--- config.mk ---
export PLATFORM = sky130hd
export DESIGN_NAME = yaw_pitch_camera_update_flat
export DESIGN_NICKNAME = d
export VERILOG_FILES = /design/src/design/ypc_pkg.sv /design/src/design/ypc_if.sv /design/src/design/ypc_mul.sv /design/src/design/ypc_cordic.sv /design/src/design/yaw_pitch_camera_update.sv /design/src/flat_wrapper.sv
export SDC_FILE = /design/constraint.sdc
export NUM_CORES = 2
export LEC_CHECK = 0
export ABC_AREA = 1
export BUFFER_PORTS_ARGS = -buffer_cell sky130_fd_sc_hd__buf_4
export CAP_MARGIN = 10
export CORE_UTILIZATION = 25
export DETAILED_ROUTE_END_ITERATION = 7
export GPL_TIMING_DRIVEN = 0
export PLACE_DENSITY = 0.35
export SYNTH_ARGS = -nofsm -noshare
export SYNTH_HDL_FRONTEND = slang
export SYNTH_SLANG_ARGS = --single-unit
--- constraint.sdc ---
create_clock -name clk -period 17.4 [get_ports clk]
set_clock_uncertainty 0.1 [all_clocks]
set_input_delay 1.74 -clock clk [delete_from_list [all_inputs] [get_ports clk]]
set_output_delay 1.74 -clock clk [all_outputs]
set_load 0.01 [all_outputs]
--- src/design/ypc_pkg.sv ---
// Shared constants, types and the angle table of the camera pose unit.
package ypc_pkg;

  localparam int ANGLE_ITERATIONS = 16;
  localparam int ATAN_LEN         = 24;
  localparam int CORDIC_ITERS     = (ANGLE_ITERATIONS < ATAN_LEN) ? ANGLE_ITERATIONS : ATAN_LEN;
  localparam int ITER_W           = $clog2(CORDIC_ITERS);

  localparam int POS_W   = 32;
  localparam int VIEW_W  = 16;
  localparam int SENS_W  = 16;
  localparam int AMT_W   = 16;
  localparam int DELTA_W = 12;
  localparam int XY_W    = 32;  // CORDIC x/y, Q2.30
  localparam int ANG_W   = 26;  // CORDIC angle, Q16.16 degrees
  localparam int YAW_W   = 25;  // [0, 360) degrees
  localparam int PITCH_W = 24;  // [-89, 89] degrees
  localparam int ACC_W   = 30;  // angle sums before wrap/clamp
  localparam int MUL_W   = 32;
  localparam int PROD_W  = 2 * MUL_W;

  localparam logic signed [ACC_W-1:0] FULL_TURN   = ACC_W'(360 * 65536);
  localparam logic signed [ACC_W-1:0] HALF_TURN   = ACC_W'(180 * 65536);
  localparam logic signed [ACC_W-1:0] PITCH_LIMIT = ACC_W'(89 * 65536);

  localparam logic signed [ANG_W-1:0] ANG_QUARTER = ANG_W'(90 * 65536);
  localparam logic signed [ANG_W-1:0] ANG_HALF    = ANG_W'(180 * 65536);

  localparam logic signed [XY_W-1:0] CORDIC_GAIN = 32'sd652032874;

  localparam logic signed [POS_W-1:0]  POS_Z_RESET  = 32'sd327680;
  localparam logic [YAW_W-1:0]         YAW_RESET    = YAW_W'(270 * 65536);
  localparam logic signed [VIEW_W-1:0] VIEW_ONE     = 16'sd16384;
  localparam logic [SENS_W-1:0]        SENS_RESET   = 16'd6554;

  typedef enum logic [1:0] {
    KIND_FWD   = 2'd0,
    KIND_RIGHT = 2'd1,
    KIND_UP    = 2'd2,
    KIND_ROT   = 2'd3
  } kind_t;

  typedef struct packed {
    logic                    start;
    logic signed [ANG_W-1:0] angle;
  } cordic_req_t;

  typedef struct packed {
    logic                   done;
    logic signed [XY_W-1:0] sin_v;
    logic signed [XY_W-1:0] cos_v;
  } cordic_rsp_t;

  // atan(2^-i) in Q16.16 degrees, rounded to nearest
  function automatic logic [22:0] atan_deg(input logic [4:0] idx);
    logic [22:0] r;
    unique case (idx)
      5'd0:    r = 23'd2949120;
      5'd1:    r = 23'd1740967;
      5'd2:    r = 23'd919879;
      5'd3:    r = 23'd466945;
      5'd4:    r = 23'd234379;
      5'd5:    r = 23'd117304;
      5'd6:    r = 23'd58666;
      5'd7:    r = 23'd29335;
      5'd8:    r = 23'd14668;
      5'd9:    r = 23'd7334;
      5'd10:   r = 23'd3667;
      5'd11:   r = 23'd1833;
      5'd12:   r = 23'd917;
      5'd13:   r = 23'd458;
      5'd14:   r = 23'd229;
      5'd15:   r = 23'd115;
      5'd16:   r = 23'd57;
      5'd17:   r = 23'd29;
      5'd18:   r = 23'd14;
      5'd19:   r = 23'd7;
      5'd20:   r = 23'd4;
      5'd21:   r = 23'd2;
      5'd22:   r = 23'd1;
      default: r = 23'd0;
    endcase
    return r;
  endfunction

endpackage

--- src/design/ypc_if.sv ---
// Item channels of the camera pose unit: event in, pose out.
interface ypc_cmd_if;
  logic                                  valid;
  logic                                  ready;
  ypc_pkg::kind_t                        kind;
  logic signed [ypc_pkg::AMT_W-1:0]      amount;
  logic signed [ypc_pkg::DELTA_W-1:0]    delta_x;
  logic signed [ypc_pkg::DELTA_W-1:0]    delta_y;

  modport source (output valid, kind, amount, delta_x, delta_y, input ready);
  modport sink   (input valid, kind, amount, delta_x, delta_y, output ready);
endinterface

interface ypc_pose_if;
  logic                              valid;
  logic                              ready;
  logic signed [ypc_pkg::POS_W-1:0]  eye_x;
  logic signed [ypc_pkg::POS_W-1:0]  eye_y;
  logic signed [ypc_pkg::POS_W-1:0]  eye_z;
  logic signed [ypc_pkg::VIEW_W-1:0] view_x;
  logic signed [ypc_pkg::VIEW_W-1:0] view_y;
  logic signed [ypc_pkg::VIEW_W-1:0] view_z;

  modport source (output valid, eye_x, eye_y, eye_z, view_x, view_y, view_z, input ready);
  modport sink   (input valid, eye_x, eye_y, eye_z, view_x, view_y, view_z, output ready);
endinterface

--- src/design/ypc_mul.sv ---
// Shared signed 32x32 multiplier with registered product.
module ypc_mul (
  input  logic                               clk,
  input  logic signed [ypc_pkg::MUL_W-1:0]   a,
  input  logic signed [ypc_pkg::MUL_W-1:0]   b,
  output logic signed [ypc_pkg::PROD_W-1:0]  p
);

  always_ff @(posedge clk) begin
    p <= a * b;
  end

endmodule

--- src/design/ypc_cordic.sv ---
// Iterative CORDIC sine/cosine, one micro-rotation per cycle.
module ypc_cordic (
  input  logic                 clk,
  input  logic                 rst,
  input  ypc_pkg::cordic_req_t req,
  output ypc_pkg::cordic_rsp_t rsp
);

  localparam logic [ypc_pkg::ITER_W-1:0] LAST_ITER = ypc_pkg::ITER_W'(ypc_pkg::CORDIC_ITERS - 1);

  logic                            busy;
  logic                            done;
  logic                            neg;
  logic [ypc_pkg::ITER_W-1:0]      i;
  logic signed [ypc_pkg::XY_W-1:0] x;
  logic signed [ypc_pkg::XY_W-1:0] y;
  logic signed [ypc_pkg::ANG_W-1:0] z;

  logic signed [ypc_pkg::ANG_W-1:0] ang_fold;
  logic                             neg_in;
  logic signed [ypc_pkg::XY_W-1:0]  step_x;
  logic signed [ypc_pkg::XY_W-1:0]  step_y;
  logic signed [ypc_pkg::ANG_W-1:0] at;

  // bring the angle into [-90, 90]; a half turn negates both results
  always_comb begin
    ang_fold = req.angle;
    neg_in   = 1'b0;
    if (req.angle > ypc_pkg::ANG_QUARTER) begin
      ang_fold = req.angle - ypc_pkg::ANG_HALF;
      neg_in   = 1'b1;
    end else if (req.angle < -ypc_pkg::ANG_QUARTER) begin
      ang_fold = req.angle + ypc_pkg::ANG_HALF;
      neg_in   = 1'b1;
    end
  end

  always_comb begin
    step_x = y >>> i;
    step_y = x >>> i;
    at     = $signed(ypc_pkg::ANG_W'(ypc_pkg::atan_deg(5'(i))));
  end

  always_ff @(posedge clk) begin
    if (rst) begin
      busy <= 1'b0;
      done <= 1'b0;
    end else begin
      done <= 1'b0;
      if (!busy) begin
        if (req.start) begin
          busy <= 1'b1;
          x    <= ypc_pkg::CORDIC_GAIN;
          y    <= '0;
          z    <= ang_fold;
          i    <= '0;
          neg  <= neg_in;
        end
      end else begin
        if (!z[ypc_pkg::ANG_W-1]) begin
          x <= x - step_x;
          y <= y + step_y;
          z <= z - at;
        end else begin
          x <= x + step_x;
          y <= y - step_y;
          z <= z + at;
        end
        if (i == LAST_ITER) begin
          busy <= 1'b0;
          done <= 1'b1;
        end else begin
          i <= i + 1'b1;
        end
      end
    end
  end

  assign rsp.done  = done;
  assign rsp.cos_v = neg ? -x : x;
  assign rsp.sin_v = neg ? -y : y;

endmodule

--- src/design/yaw_pitch_camera_update.sv ---
// Top level of the fly-camera pose unit: sequencer, pose state and output register.
//
// Keeps a camera position (Q16.16), yaw/pitch (Q16.16 degrees) and a unit view
// vector (Q1.14). Each event item gives one pose item. Forward and right moves
// run through one shared 32x32 multiplier, one registered product per axis
// (forward: x, y, z; right: x and z); an up move adds the shifted amount to y
// without a multiply. A rotate scales the deltas (2 multiplies), wraps yaw by
// repeated +-360 steps, then uses the one CORDIC unit twice in turn, yaw then
// pitch, and two more multiplies for the view vector. One event is in flight at
// a time; cmd.ready is high whenever the sequencer is idle, also while a pose
// still waits to be taken. The user must write sensitivity on cfg_write only
// while the unit is idle; the block itself does not enforce it.
module yaw_pitch_camera_update (
  input  logic                         clk,
  input  logic                         rst,
  input  logic                         cfg_write,
  input  logic [ypc_pkg::SENS_W-1:0]   cfg_data,
  ypc_cmd_if.sink                      cmd,
  ypc_pose_if.source                   pose
);

  typedef enum logic [3:0] {
    S_IDLE,
    S_MOVE_MUL,
    S_MOVE_ACC,
    S_UP,
    S_ROT_MX,
    S_ROT_MY,
    S_ROT_PITCH,
    S_ROT_WRAP,
    S_COR_YAW,
    S_COR_PITCH,
    S_VIEW_MX,
    S_VIEW_MZ,
    S_VIEW_Z,
    S_OUT
  } state_t;

  localparam logic signed [33:0] POS_MAX = 34'sd2147483647;
  localparam logic signed [33:0] POS_MIN = -34'sd2147483648;
  localparam logic signed [ypc_pkg::PROD_W-1:0] VIEW_RND = 64'sd35184372088832; // 2^45

  state_t                                state;
  logic [ypc_pkg::SENS_W-1:0]            sens;
  ypc_pkg::kind_t                        kind_q;
  logic signed [ypc_pkg::AMT_W-1:0]      amt_q;
  logic signed [ypc_pkg::DELTA_W-1:0]    dx_q;
  logic signed [ypc_pkg::DELTA_W-1:0]    dy_q;
  logic [1:0]                            axis;

  logic signed [ypc_pkg::POS_W-1:0]      pos [3];
  logic signed [ypc_pkg::VIEW_W-1:0]     view [3];
  logic [ypc_pkg::YAW_W-1:0]             yaw;
  logic signed [ypc_pkg::PITCH_W-1:0]    pitch;
  logic signed [ypc_pkg::ACC_W-1:0]      yaw_acc;
  logic signed [ypc_pkg::XY_W-1:0]       sy, cy, sp, cp;

  logic                                  out_valid;
  logic signed [ypc_pkg::POS_W-1:0]      res_eye_x, res_eye_y, res_eye_z;
  logic signed [ypc_pkg::VIEW_W-1:0]     res_view_x, res_view_y, res_view_z;

  logic signed [ypc_pkg::MUL_W-1:0]      mul_a, mul_b;
  logic signed [ypc_pkg::PROD_W-1:0]     mul_p;
  ypc_pkg::cordic_req_t                  cor_req;
  ypc_pkg::cordic_rsp_t                  cor_rsp;

  logic signed [ypc_pkg::VIEW_W-1:0]     comp;
  logic signed [ypc_pkg::PROD_W-1:0]     move_rnd;
  logic signed [33:0]                    move_sum;
  logic signed [33:0]                    up_sum;
  logic signed [ypc_pkg::ACC_W-1:0]      pitch_sum;
  logic signed [ypc_pkg::ACC_W-1:0]      pitch_new;
  logic signed [ypc_pkg::PROD_W-1:0]     view_rnd;
  logic signed [ypc_pkg::PROD_W-1:0]     vy_rnd;
  logic                                  yaw_in_range;

  function automatic logic signed [ypc_pkg::POS_W-1:0] sat_pos(input logic signed [33:0] v);
    logic signed [ypc_pkg::POS_W-1:0] r;
    if (v > POS_MAX) r = POS_MAX[ypc_pkg::POS_W-1:0];
    else if (v < POS_MIN) r = POS_MIN[ypc_pkg::POS_W-1:0];
    else r = v[ypc_pkg::POS_W-1:0];
    return r;
  endfunction

  function automatic logic signed [ypc_pkg::VIEW_W-1:0] clamp_view(
    input logic signed [ypc_pkg::PROD_W-1:0] v
  );
    logic signed [ypc_pkg::VIEW_W-1:0] r;
    if (v > ypc_pkg::PROD_W'(ypc_pkg::VIEW_ONE)) r = ypc_pkg::VIEW_ONE;
    else if (v < -ypc_pkg::PROD_W'(ypc_pkg::VIEW_ONE)) r = -ypc_pkg::VIEW_ONE;
    else r = v[ypc_pkg::VIEW_W-1:0];
    return r;
  endfunction

  ypc_mul u_mul (
    .clk (clk),
    .a   (mul_a),
    .b   (mul_b),
    .p   (mul_p)
  );

  ypc_cordic u_cordic (
    .clk (clk),
    .rst (rst),
    .req (cor_req),
    .rsp (cor_rsp)
  );

  // right move walks along (-view_z, 0, view_x)
  always_comb begin
    if (kind_q == ypc_pkg::KIND_RIGHT) begin
      comp = (axis == 2'd0) ? -view[2] : view[0];
    end else begin
      comp = view[axis];
    end
  end

  always_comb begin
    mul_a = '0;
    mul_b = '0;
    unique case (state)
      S_MOVE_MUL: begin
        mul_a = ypc_pkg::MUL_W'(comp);
        mul_b = ypc_pkg::MUL_W'(amt_q);
      end
      S_ROT_MX: begin
        mul_a = ypc_pkg::MUL_W'(dx_q);
        mul_b = $signed(ypc_pkg::MUL_W'(sens));
      end
      S_ROT_MY: begin
        mul_a = ypc_pkg::MUL_W'(dy_q);
        mul_b = $signed(ypc_pkg::MUL_W'(sens));
      end
      S_VIEW_MX: begin
        mul_a = cy;
        mul_b = cp;
      end
      S_VIEW_MZ: begin
        mul_a = sy;
        mul_b = cp;
      end
      default: begin
        mul_a = '0;
        mul_b = '0;
      end
    endcase
  end

  always_comb begin
    move_rnd  = (mul_p + 64'sd32) >>> 6;
    move_sum  = 34'(pos[axis]) + 34'(move_rnd);
    up_sum    = 34'(pos[1]) + (34'(amt_q) <<< 8);
    pitch_sum = ypc_pkg::ACC_W'(pitch) + $signed(mul_p[ypc_pkg::ACC_W-1:0]);
    if (pitch_sum > ypc_pkg::PITCH_LIMIT) pitch_new = ypc_pkg::PITCH_LIMIT;
    else if (pitch_sum < -ypc_pkg::PITCH_LIMIT) pitch_new = -ypc_pkg::PITCH_LIMIT;
    else pitch_new = pitch_sum;
    view_rnd  = (mul_p + VIEW_RND) >>> 46;
    vy_rnd    = (ypc_pkg::PROD_W'(sp) + 64'sd32768) >>> 16;
    yaw_in_range = !yaw_acc[ypc_pkg::ACC_W-1] && (yaw_acc < ypc_pkg::FULL_TURN);
  end

  // yaw goes to the CORDIC as (-180, 180]; pitch follows once yaw is done
  always_comb begin
    cor_req.start = 1'b0;
    cor_req.angle = ypc_pkg::ANG_W'(pitch);
    if (state == S_ROT_WRAP) begin
      cor_req.start = yaw_in_range;
      cor_req.angle = (yaw_acc > ypc_pkg::HALF_TURN)
                    ? ypc_pkg::ANG_W'(yaw_acc - ypc_pkg::FULL_TURN)
                    : ypc_pkg::ANG_W'(yaw_acc);
    end else if (state == S_COR_YAW) begin
      cor_req.start = cor_rsp.done;
    end
  end

  always_ff @(posedge clk) begin
    if (rst) begin
      state     <= S_IDLE;
      out_valid <= 1'b0;
      sens      <= ypc_pkg::SENS_RESET;
      pos[0]    <= '0;
      pos[1]    <= '0;
      pos[2]    <= ypc_pkg::POS_Z_RESET;
      view[0]   <= '0;
      view[1]   <= '0;
      view[2]   <= -ypc_pkg::VIEW_ONE;
      yaw       <= ypc_pkg::YAW_RESET;
      pitch     <= '0;
      axis      <= '0;
    end else begin
      if (cfg_write) begin
        sens <= cfg_data;
      end
      // output register loads from S_OUT once free, else drains on ready
      if (state == S_OUT && (!out_valid || pose.ready)) begin
        out_valid <= 1'b1;
      end else if (out_valid && pose.ready) begin
        out_valid <= 1'b0;
      end

      unique case (state)
        S_IDLE: begin
          if (cmd.valid) begin
            kind_q <= cmd.kind;
            amt_q  <= cmd.amount;
            dx_q   <= cmd.delta_x;
            dy_q   <= cmd.delta_y;
            axis   <= '0;
            unique case (cmd.kind)
              ypc_pkg::KIND_FWD,
              ypc_pkg::KIND_RIGHT: state <= S_MOVE_MUL;
              ypc_pkg::KIND_UP:    state <= S_UP;
              ypc_pkg::KIND_ROT:   state <= S_ROT_MX;
              default:             state <= S_IDLE;
            endcase
          end
        end
        S_MOVE_MUL: state <= S_MOVE_ACC;
        S_MOVE_ACC: begin
          pos[axis] <= sat_pos(move_sum);
          if (axis == 2'd2) begin
            state <= S_OUT;
          end else begin
            axis  <= (kind_q == ypc_pkg::KIND_RIGHT) ? 2'd2 : axis + 2'd1;
            state <= S_MOVE_MUL;
          end
        end
        S_UP: begin
          pos[1] <= sat_pos(up_sum);
          state  <= S_OUT;
        end
        S_ROT_MX: state <= S_ROT_MY;
        S_ROT_MY: begin
          yaw_acc <= $signed(ypc_pkg::ACC_W'(yaw)) + $signed(mul_p[ypc_pkg::ACC_W-1:0]);
          state   <= S_ROT_PITCH;
        end
        S_ROT_PITCH: begin
          pitch <= pitch_new[ypc_pkg::PITCH_W-1:0];
          state <= S_ROT_WRAP;
        end
        S_ROT_WRAP: begin
          if (yaw_acc[ypc_pkg::ACC_W-1]) begin
            yaw_acc <= yaw_acc + ypc_pkg::FULL_TURN;
          end else if (!yaw_in_range) begin
            yaw_acc <= yaw_acc - ypc_pkg::FULL_TURN;
          end else begin
            yaw   <= yaw_acc[ypc_pkg::YAW_W-1:0];
            state <= S_COR_YAW;
          end
        end
        S_COR_YAW: begin
          if (cor_rsp.done) begin
            sy    <= cor_rsp.sin_v;
            cy    <= cor_rsp.cos_v;
            state <= S_COR_PITCH;
          end
        end
        S_COR_PITCH: begin
          if (cor_rsp.done) begin
            sp    <= cor_rsp.sin_v;
            cp    <= cor_rsp.cos_v;
            state <= S_VIEW_MX;
          end
        end
        S_VIEW_MX: state <= S_VIEW_MZ;
        S_VIEW_MZ: begin
          view[0] <= clamp_view(view_rnd);
          view[1] <= clamp_view(vy_rnd);
          state   <= S_VIEW_Z;
        end
        S_VIEW_Z: begin
          view[2] <= clamp_view(view_rnd);
          state   <= S_OUT;
        end
        S_OUT: begin
          // hold until the output register is free
          if (!out_valid || pose.ready) begin
            res_eye_x  <= pos[0];
            res_eye_y  <= pos[1];
            res_eye_z  <= pos[2];
            res_view_x <= view[0];
            res_view_y <= view[1];
            res_view_z <= view[2];
            state      <= S_IDLE;
          end
        end
        default: state <= S_IDLE;
      endcase
    end
  end

  assign cmd.ready   = (state == S_IDLE);
  assign pose.valid  = out_valid;
  assign pose.eye_x  = res_eye_x;
  assign pose.eye_y  = res_eye_y;
  assign pose.eye_z  = res_eye_z;
  assign pose.view_x = res_view_x;
  assign pose.view_y = res_view_y;
  assign pose.view_z = res_view_z;

endmodule

--- src/flat_wrapper.sv ---
// flat-port wrapper written by rule: the top's interface ports become plain ports
module yaw_pitch_camera_update_flat 
  (clk, rst, cfg_write, cfg_data, cmd_valid, cmd_kind, cmd_amount, cmd_delta_x, cmd_delta_y, cmd_ready, pose_valid, pose_eye_x, pose_eye_y, pose_eye_z, pose_view_x, pose_view_y, pose_view_z, pose_ready);
  ypc_cmd_if cmd_i ();
  ypc_pose_if pose_i ();
  input  logic clk;
  input  logic rst;
  input  logic cfg_write;
  input  logic [ypc_pkg::SENS_W-1:0] cfg_data;
  input wire logic [$bits(cmd_i.valid)-1:0] cmd_valid;
  input wire logic [$bits(cmd_i.kind)-1:0] cmd_kind;
  input wire logic [$bits(cmd_i.amount)-1:0] cmd_amount;
  input wire logic [$bits(cmd_i.delta_x)-1:0] cmd_delta_x;
  input wire logic [$bits(cmd_i.delta_y)-1:0] cmd_delta_y;
  output wire logic [$bits(cmd_i.ready)-1:0] cmd_ready;
  output wire logic [$bits(pose_i.valid)-1:0] pose_valid;
  output wire logic [$bits(pose_i.eye_x)-1:0] pose_eye_x;
  output wire logic [$bits(pose_i.eye_y)-1:0] pose_eye_y;
  output wire logic [$bits(pose_i.eye_z)-1:0] pose_eye_z;
  output wire logic [$bits(pose_i.view_x)-1:0] pose_view_x;
  output wire logic [$bits(pose_i.view_y)-1:0] pose_view_y;
  output wire logic [$bits(pose_i.view_z)-1:0] pose_view_z;
  input wire logic [$bits(pose_i.ready)-1:0] pose_ready;
  assign cmd_i.valid = cmd_valid;
  assign cmd_i.kind = cmd_kind;
  assign cmd_i.amount = cmd_amount;
  assign cmd_i.delta_x = cmd_delta_x;
  assign cmd_i.delta_y = cmd_delta_y;
  assign cmd_ready = cmd_i.ready;
  assign pose_valid = pose_i.valid;
  assign pose_eye_x = pose_i.eye_x;
  assign pose_eye_y = pose_i.eye_y;
  assign pose_eye_z = pose_i.eye_z;
  assign pose_view_x = pose_i.view_x;
  assign pose_view_y = pose_i.view_y;
  assign pose_view_z = pose_i.view_z;
  assign pose_i.ready = pose_ready;
  yaw_pitch_camera_update u_core (.clk(clk), .rst(rst), .cfg_write(cfg_write), .cfg_data(cfg_data), .cmd(cmd_i), .pose(pose_i));
endmodule
Word level (Yosys, flattened, before mapping)
Memory sizes are Yosys's and may differ from the RTL's. A register that Yosys moved wholly into a read port is not among the register bits.
Index checks and enable logic that the tools add are counted.
- shifts and indexed selects: 2
- equal/unequal tests: 28
- div/mod/pow operators: 0
- $add $sub $neg: 22
- magnitude comparators: 14
- reductions and logical operators: 31
- bitwise logic cells: 7
- $mul: 1
- multiplexer cells: 93
- operator list (operator ; number):
    $mux W32 ; 18
    $mux W16 ; 15
    $mux W26 ; 7
    $pmux W32 S5 ; 1
    $pmux W32 S3 ; 1
    $gt A34 B32 Y1 const B ; 2
    $lt A34 B32 Y1 const B ; 2
    $add A32 B32 Y32 ; 2
    $add A64 B47 Y64 const B ; 1
    $mul A32 B32 Y64 ; 1
    $neg A32 Y32 ; 2
    $sshr A32 B4 Y32 ; 2
    $sub A32 B32 Y32 ; 2
    $mux W30 ; 2
    $pmux W30 S2 ; 1
    $pmux W4 S13 ; 1
    $mux W24 ; 2
    $mux W4 ; 11
    $add A40 B7 Y40 const B ; 1
    $add A32 B34 Y34 ; 1
    $add A32 B17 Y33 const B ; 1
    $add A32 B24 Y33 ; 1
    $reduce_or A32 Y1 ; 1
    $add A24 B30 Y30 ; 1
    45 further kinds ; 119
- output and inout port bits: 146
- bits of input ports: 63
- word-level logic and storage cells: 228
- ROM bits: 352
- memories kept: 3
- memory bits (writable): 144
- register bits: 497
- bits in latches: 0
- memories (memory ; words ; bits a word ; read ports ; clocked after memory_dff ; write ports ; line ; text):
    (name not given) ; 16 ; 22 ; 1 ; 1 ; 0 ; ypc_pkg.sv:57 ; unique case (idx)
    u_core.pos ; 3 ; 32 ; 4 ; 3 ; 3 ; yaw_pitch_camera_update.sv:51 ; logic signed [ypc_pkg::POS_W-1:0] pos [3];
    u_core.view ; 3 ; 16 ; 4 ; 2 ; 3 ; yaw_pitch_camera_update.sv:52 ; logic signed [ypc_pkg::VIEW_W-1:0] view [3];

Longest topological paths before layout
- depth in word-level cells: 8
- depth in mapped cells: 46
- gate-level depth less buffers: 45

By module
Synthesis repeated with hierarchy kept, for this count alone.
- cells, all modules: 11373
- area total of the unflattened synthesis: 88566.2 um2
- by module, submodules not included (module ; cells each ; seq. area each (um2) ; area an instance (um2) ; instances):
    ypc_mul ; 5123 ; 1281.2 ; 40169.8 ; 1
    yaw_pitch_camera_update ; 3607 ; 16646.0 ; 32052.0 ; 1
    ypc_cordic ; 2643 ; 3333.2 ; 16344.4 ; 1

Worst setup path before layout
No wires, ideal clock.
- path type: input to register
- from: in rst
- to: reg u_core.res_eye_x (netlist bit u_core.pose.eye_x[0]), read port of u_core.pos, enable pin
- library setup time: 823 ps
- data required time: 16477 ps
- buffers on the path: 2
- data arrival time: 11901 ps
- slack: 4576 ps
- stages on the path: 3
- path through: clkbuf_1 buf_1 nor3_1
- longest elaborated chain between the ends: 2
- RTL lines (what ; line ; text):
    from (decl) ; flat_wrapper.sv:7 ; input logic rst;
    $not A1 Y1 (no source line) ; n/a ;
    $reduce_and A3 Y1 (no source line) ; n/a ;
    to (decl) ; yaw_pitch_camera_update.sv:59 ; logic signed [ypc_pkg::POS_W-1:0] res_eye_x, res_eye_y, res_eye_z;
Every way passes these cells.
A chain may end at the register's enable or synchronous reset.

Worst setup path after layout
- from: reg u_core.state[1]
- to: reg u_core.u_mul.p[58] (netlist bit)
- longest elaborated chain between the ends: 4
- elaborated cells on any way between the ends: 10
- those cells by class: mul: 1; eq/ne: 5; mux: 2; reduce/logical: 2
- RTL lines (what ; line ; text):
    from (decl) ; yaw_pitch_camera_update.sv:43 ; state_t state;
    from (signal assigned) ; yaw_pitch_camera_update.sv:178 ; state <= S_IDLE;
    from (signal assigned) ; yaw_pitch_camera_update.sv:211 ; ypc_pkg::KIND_RIGHT: state <= S_MOVE_MUL;
    from (signal assigned) ; yaw_pitch_camera_update.sv:212 ; ypc_pkg::KIND_UP: state <= S_UP;
    $eq A4 B4 Y1 / $eq A4 B3 Y1 (equally long branches) ; yaw_pitch_camera_update.sv:121 ; unique case (state)
    $reduce_or A2 Y1 (no source line) ; n/a ;
    $pmux W32 S3 ; yaw_pitch_camera_update.sv:121 ;
    $mul A32 B32 Y64 * ; ypc_mul.sv:10 ; p <= a * b;
    to (signal assigned) ; ypc_mul.sv:10 ;
    to (decl) ; ypc_mul.sv:6 ; output logic signed [ypc_pkg::PROD_W-1:0] p
Mark *: on every way between the ends. The rest lies on a longest branch, timed or not.

==> impl_metrics.tcl <==
set metrics [dict create \
    antenna_found_initial 20 \
    crit_type "register to register" \
    cts_buffers 90 \
    dieArea_sq_um 341000 \
    arrival_ns 12.73 \
    hold_buffers 0 \
    grt_first_pass_wirelength_um 581000 \
    critPathMaxStageDelay_ns 1.12 \
    die_w_um 584 \
    final_cell_mix "1991 x nand2_1, 1742 x inv_1, 1123 x nor2_1" \
    cts_root_buf "clkbuf_16" \
    yosys.area_share.simple 0.179 \
    viasPerCell 4.82 \
    yosysWarnings 0 \
    synth_ff_type "edfxtp_1" \
    path_buf_inv 12 \
    initial_utilization 0.251 \
    core_area_sq_um 337000 \
    drive_above_1_share 0.0750 \
    path_clk_slew_ns 0.06 \
    grt_setup_unrepaired "false" \
    grt_max_degree 33 \
    synth_edf_count 600 \
    final_core_util 0.284 \
    avgSynthCellArea_sq_um 8.33 \
    synthCells 10156 \
    antenna_left 0 \
    setup.worst_path.end_class "register" \
    path_common_cell "inv_1" \
    synthMuxAreaShare 0.00315 \
    post_cts_resized 0 \
    final_hold_viol_count 0 \
    worstPathRequired_ns 17.88 \
    setup_viol 0 \
    ys_seq_area_frac 0.250 \
    syn-num-nets 11715 \
    slew_headroom 0.0403 \
    syn_area_sq_um 84600 \
    timing.hold.ws_ns 0.353 \
    synth-async-reset-ratio 0 \
    tightestPinTransition_ns 1.44 \
    seqPwrFrac 0.148 \
    clk_latency_ns 0.73 \
    die_y_um 584 \
    htreeDepth 3 \
    min_path_type "register to register" \
    powerDensity_nw_per_um2 176 \
    place.gp.congestion 0.968 \
    crit_family "adder cells" \
    io_pins 209 \
    postCtsSetupRepairBufs 0 \
    reg2reg_slack_ns 5.14 \
    final_common_cell "nand2_1" \
    ys_types 73 \
    clock.fmax_mhz 81.6 \
    synth_compound_area_frac 0.113 \
    power.leakage_nw 42.3 \
    finalMaxSlewViolations 0 \
    hpwl_um 358000 \
    clk_path_buf_depth 3 \
    status "finished clean" \
    crit_fanout 10 \
    synth-seq-cells 757 \
    grt_overflow 0 \
    cp_slowest_cell "fa_1" \
    p_sw_frac 0.587 \
    p_sw_mw 9.91 \
    wl_per_cell_um 27.8 \
    first_pass_iters 6 \
    cts_tree "done" \
    io_buffers 208 \
    wirelength_um 420000 \
    clockPowerShare 0.116 \
    start_kind "register" \
    drc 0 \
    yosys.area_share.xor_xnor 0.0370 \
    routed-via-count 72856 \
    grt_pass1_vias 73999 \
    areaGrowthSynthToFinish_pct 13.2 \
    synth_top_family_by_area "adder cells" \
    grtUsageTotal 0.243 \
    fin_crit_sh 0.705 \
    detailedRoute.firstIterationViolations 6359 \
    layout_min_cycle_time_ns 12.26 \
    synthAdderAreaFrac 0.318 \
    intPower_mw 6.98 \
    cts_sinks 757 \
    layout.nets 12082 \
    rows 213 \
    cap_violations 0 \
    irDropWorstVdd_mv 0.149 \
    p_comb_frac 0.735 \
]
synth_stat cells, types with 7 or more instances:
library cell	instances	area, sq um
nand3b_1	13	97.6
a31oi_1	37	231
o22ai_1	38	238
buf_1	27	101
edfxtp_1	600	18000
xnor2_1	110	963
a21oi_2	77	674
nor2_2	14	87.6
a22o_1	18	158
a21boi_0	19	143
dfxtp_1	157	3140
ha_1	407	5090
buf_4	22	165
o221ai_1	7	61.3
nor3_1	90	450
nand3_1	300	1500
o21ai_0	465	2330
a211oi_1	11	82.6
fa_1	1089	21800
inv_1	1742	6540
nor2_1	1126	4230
clkbuf_1	209	785
nand4_1	73	457
nand2_1	1995	7490
nand2_2	22	138
or2_1	7	43.8
o211ai_1	26	195
o21ai_1	139	696
a21o_1	26	195
or2_2	33	206
nor3_2	8	80.1
a221oi_1	41	359
mux2i_1	23	230
o311ai_0	7	61.3
buf_2	77	385
o21a_1	37	278
a21oi_1	600	3000
o21bai_1	24	180
buf_6	22	248
clkinv_1	9	33.8
xor2_1	247	2160
inv_2	34	128
nor4_1	31	194
o31ai_1	20	150
o21ai_2	20	175
layout make-up:
| type | instances | area, sq um |
|---|---|---|
| Tap cell | 4515 | 5650 |
| Multi-Input combinational cell | 7256 | 55100 |
| Fill cell | 36556 | 241000 |
| Clock buffer | 118 | 2480 |
| Buffer | 357 | 1680 |
| Clock inverter | 49 | 478 |
| Inverter | 1786 | 6710 |
| Sequential cell | 757 | 21200 |
| Timing Repair Buffer | 275 | 2400 |
| Antenna cell | 7 | 17.5 |
power by group through the flow:
stage,Sequential [mW],Combinational (mW),Clock (mW)
6_report,2.50,12.4,1.97
5_1_grt,2.51,13.5,2.08
4_1_cts,2.51,12.5,2.03
3_5_place_dp,2.55,12.4,0
3_3_place_gp,2.56,12.4,0
2_1_floorplan,2.35,7.09,0
sequential cells by signal (all words and copies together) (netlist names), 12 cells and up, named ones only:
name and flops:
u_core.pose.eye_y 32, u_core.yaw_acc 30, u_core.pitch 24, u_core.pose.view_x 16, u_core.sp 17, u_core.u_cordic.y 32
u_core.pose.view_z 16, u_core.pose.eye_z 32, u_core.yaw 25, u_core.pose.eye_x 32, u_core.dx_q 12, u_core.u_cordic.z 26
u_core.dy_q 12, u_core.sens 16, u_core.amt_q 16, u_core.pose.view_y 16, u_core.view 48, u_core.cy 32
u_core.u_cordic.x 32, u_core.cp 32, u_core.u_mul.p 59, u_core.sy 32, u_core.pos 128, u_core.u_cordic.at 22
metal layers:
layer / GRT usage / vias up / routed length [um] / part of all wire
met4: 0.0871 / 6 / 18200 / 0.043
met5: 0 / - / 125 / 0.00030
li1: - / 33047 / - / -
met3: 0.0283 / 460 / 21600 / 0.051
met2: 0.385 / 2380 / 187000 / 0.44
met1: 0.339 / 36963 / 194000 / 0.46
cells by family after synthesis:
group,Yosys count
adders and majority gates,1496
AOI/OAI and AO/OA,1647
muxes,25
buffers and inverters,2143
and+or+nand+nor,3731
xor gates and xnor gates,357
DFF,757
worst register-to-register path: cells and delay by family, from the launching register on:
| kind | cells | cell delay [ns] |
|---|---|---|
| fa+ha+maj | 9 | 5.30 |
| buf+inv | 12 | 3.15 |
| compound gates | 5 | 1.45 |
| simple gates | 6 | 1.41 |
| xor+xnor | 1 | 0.41 |
| flops | 1 | 0.30 |
path summary, 6_finish.rpt:
check,start,endpoint,cells past startpoint
setup / recovery,u_core.state[1],u_core.u_mul.p[58],33
setup reg to reg,u_core.state[1],u_core.u_mul.p[58],33
hold / removal,u_core.pos[2][26],u_core.pose.eye_z[26],0
hold reg to reg,u_core.pos[2][26],u_core.pose.eye_z[26],0
stage by stage:
stage	cells	setup WS, ns	area (sq um)	power [mW]	setup TNS (ns)
after global placement	14879	-1.34	91800	14.9	-181.37
after global routing	15113	4.71	95700	18.1	0
final	15120	5.14	95700	16.9	0
after floorplan	10156	4.58	84600	9.44	0
after detailed placement	14944	5.09	92700	15.0	0
after CTS	15111	5.09	95700	17.0	0
(Power assumes the default switching activity.)
